File: src/hdl/ttem_pkg.sv
package ttem_pkg;

  // fixed port widths of the item fields
  localparam int CMD_W      = 2;
  localparam int PARTICLE_W = 10;
  localparam int EVENT_W    = 32;

  // command codes
  localparam logic [CMD_W-1:0] CMD_UPDATE  = 2'd0;
  localparam logic [CMD_W-1:0] CMD_WRITE   = 2'd1;
  localparam logic [CMD_W-1:0] CMD_REBUILD = 2'd2;
  localparam logic [CMD_W-1:0] CMD_REPORT  = 2'd3;

  // verdict of the shared time comparator
  typedef struct packed {
    logic x_first;
    logic y_first;
  } cmp_res_t;

endpackage

File: src/hdl/ttem_cmp.sv
module ttem_cmp #(
  parameter int TIME_BITS = 32
) (
  input  logic                 x_present,
  input  logic [TIME_BITS-1:0] x_time,
  input  logic                 y_present,
  input  logic [TIME_BITS-1:0] y_time,
  output ttem_pkg::cmp_res_t   res
);
  import ttem_pkg::*;

  logic x_lt;
  logic y_lt;

  // a missing event counts as infinitely late; ties favor neither side
  assign x_lt = x_time < y_time;
  assign y_lt = y_time < x_time;

  assign res.x_first = x_present && (!y_present || x_lt);
  assign res.y_first = y_present && (!x_present || y_lt);

endmodule

File: config.mk
export PLATFORM = sky130hd
export DESIGN_NAME = ttem_cmp
export DESIGN_NICKNAME = d
export VERILOG_FILES = /design/src/hdl/ttem_pkg.sv /design/src/hdl/ttem_cmp.sv
export SDC_FILE = /design/constraint.sdc
export NUM_CORES = 1
export LEC_CHECK = 0
export BUFFER_PORTS_ARGS = -buffer_cell sky130_fd_sc_hd__buf_2
export CAP_MARGIN = 20
export CELL_PAD_IN_SITES_DETAIL_PLACEMENT = 1
export CELL_PAD_IN_SITES_GLOBAL_PLACEMENT = 2
export CORE_MARGIN = 2
export CORE_UTILIZATION = 21
export DETAILED_ROUTE_END_ITERATION = 10
export GPL_TIMING_DRIVEN = 0
export PLACE_DENSITY = 0.95
export SYNTH_ARGS = -nofsm -noshare
export SYNTH_HDL_FRONTEND = slang
export SYNTH_SLANG_ARGS = --single-unit
File: constraint.sdc
create_clock -name vclk -period 2.6
set_input_delay 0.13 -clock vclk [all_inputs]
set_output_delay 0.13 -clock vclk [all_outputs]
set_load 0.01 [all_outputs]
# [Yosys cells after proc, flatten, opt, wreduce, memory -nomap -nowiden]
# Index checks and enable logic that the tools add are counted.
[word_totals] ff_bits=0 input_bits=66 wordCells=8
[op_classes] n_lt_le_gt_ge=2 n_reduce_logical=6
[ops] operator="$lt 32x32->1" n=2
[ops] operator="$logic_and 1x1->1" n=2
[ops] operator="$logic_not 1->1" n=2
[ops] operator="$logic_or 1x1->1" n=2

# [Logic depth before layout (Yosys ltp)]
[depth] ltp_word=3 mapped_depth=7 ltp_nobuf=7

# [Worst setup path before layout]
# Ideal clock, no wire load.
[synth_path] kind="input-to-output" startpoint="in x_time[14]" endpoint="out res[0] (netlist bit)" arrival_time_ps=1468 path_slack_ps=1002 cell_stages=7 cell_sequence="inv_1 > ha_1 > a21oi_1 > nand2_1 > a221o_1 > o31ai_2 > a22o_1"
[synth_lines] item="start, declared" line="ttem_cmp.sv:5" rtl="input logic [TIME_BITS-1:0] x_time,"
[synth_lines] item="end, declared" line="ttem_cmp.sv:8" rtl="output ttem_pkg::cmp_res_t res"

==> impl_metrics.json <==
{
  "place_hpwl_um": 2322,
  "slew_viol_final": 0,
  "status": "finished clean",
  "grt_pass1_wl_um": 3939,
  "nClkBuffers": 0,
  "dieWidth_um": 67.93,
  "setup-violations-final": 0,
  "cts_hold_buf": 0,
  "yosys_warnings": 0,
  "synth_area_sq_um": 858.3,
  "setup_tns_ns": 0,
  "synthesis.nets": 216,
  "rows": 23,
  "portBuffers": 68,
  "grt_antenna_before_repair": 0,
  "drt_iter0_drc": 11,
  "critical_path_class": "input port to primary output",
  "synth_cells": 118,
  "ys_types": 21,
  "syn_area_per_cell_sq_um": 7.274,
  "crit_fanout": 4,
  "timing.slew.headroom_pct": 80.06,
  "hold_violations": 0,
  "cellPowerDensity_nw_per_um2": 132.4,
  "ir_drop_mv": 0.03624,
  "seq_cells": 0,
  "postCtsSetupRepairBufs": 0,
  "crit_path_end_kind": "primary output",
  "wirelength_um": 2368,
  "synth-seq-area-share_pct": 0,
  "fmax_mhz": 524.4,
  "worst_pin_slew_ns": 0.2969,
  "core_sq_um": 3971,
  "leakage_uw": 0.0008140,
  "synth_top_area_share_pct": 46.65,
  "grt_max_degree": 5,
  "fillers": 518,
  "gr-usage-all-layers_pct": 10.56,
  "post-route-drc-count": 0,
  "hold_slack_ns": 0.5753,
  "area_growth_syn_to_layout_pct": 46.94,
  "routedWlPerCell_um": 10.03,
  "register_area_sq_um": 0,
  "hold_path_class": "input port to primary output",
  "grt_setup_unrepaired": "false",
  "start_kind": "input port",
  "viasPerCell": 4.390,
  "period_share_pct": 73.34,
  "drive_gt1_share_pct": 39.25,
  "synth.area.top_cells": "ha_1, inv_1, a21oi_1",
  "arrival_ns": 1.78,
  "place_congestion": 0.6699,
  "diodes": 0,
  "fin_util_pct": 31.76,
  "firstDrtPassIters": 2,
  "worstPathRequired_ns": 2.47,
  "grt_pass1_vias": 986,
  "io_pins": 68,
  "ant_nets": 0,
  "yosys.area.top_type": "ha_1",
  "die_area_sq_um": 4614,
  "fin_crit_ns": 1.907,
  "maxCapViolCount": 0,
  "multi_input_area_sq_um": 734.5,
  "vias": 1036,
  "start_util_pct": 21.61,
  "grt_remaining_overflow": 0,
  "die_y_um": 67.93,
  "post_cts_resized": 0,
  "layout.nets": 286
}
-- synth_stat cells, drive strengths merged --
cell,count
a211oi,1
a21boi,1
a21o,3
a21oi,13
a221o,2
a22o,1
ha,32
inv,33
nand2,7
nand2b,1
nand3,7
nand4,6
nor2,2
nor2b,1
nor3,2
nor4,2
o21ai,2
o21bai,1
o31ai,1
-- critical path, stage by stage --
cell and delay [ns]:
buf_2 0.08, inv_1 0.03, ha_1 0.31, nand4_1 0.24, nor3_1 0.10, a221o_1 0.34
nor3_1 0.25, a22o_1 0.17, buf_2 0.13
-- cells by family (layout without fill, tap and decap cells) --
family	count (synthesis)	after routing	synth area share (%)
buffers and inverters	33	101	14.43
and+or+nand+nor	28	28	19.68
AOI/OAI and AO/OA	25	25	19.24
adders and majority gates	32	32	46.65
-- worst paths after layout --
| check | from | depth (start not counted) | endpoint | slack, ns |
|---|---|---|---|---|
| max | x_time[30] | 9 | res[0] | 0.69 |
| min | x_present | 4 | res[1] | 0.58 |
-- through the flow --
step                      cell area (sq um)  instances  power [uW]  setup WS, ns
after floorplan                       858.3        118       93.51         1.002
after global placement                 1261        236       164.8        0.6844
after detailed placement               1261        236       170.9        0.6587
after CTS                              1261        236       172.2        0.6502
after global routing                   1261        236       197.6        0.5397
final                                  1261        236       166.9        0.6931
-- report_power, final --
part / switching [uW] / internal, uW
clock network: 0 / 0
logic: 79.7 / 87.2
registers: 0 / 0
-- layout make-up --
| class | count | area share (%) |
|---|---|---|
| Multi-Input combinational cell | 85 | 58.23 |
| Timing Repair Buffer | 68 | 26.98 |
| Inverter | 33 | 9.821 |
| Tap cell | 50 | 4.960 |
-- cells in the final DEF (no fill, tap or decap), drive strengths merged --
cell / n
a211oi: 1
a21boi: 1
a21o: 3
a21oi: 13
a221o: 2
a22o: 1
buf: 68
ha: 32
inv: 33
nand2: 7
nand2b: 1
nand3: 7
nand4: 6
nor2: 2
nor2b: 1
nor3: 2
nor4: 2
o21ai: 2
o21bai: 1
o31ai: 1
-- layer usage --
metal  routed length, um  global-route usage [%]
met5                   0                       0
met3                 195                  0.4934
met2                1182                   21.24
met4                   0                       0
met1                 990                   12.89
(Power assumes the default switching activity.)
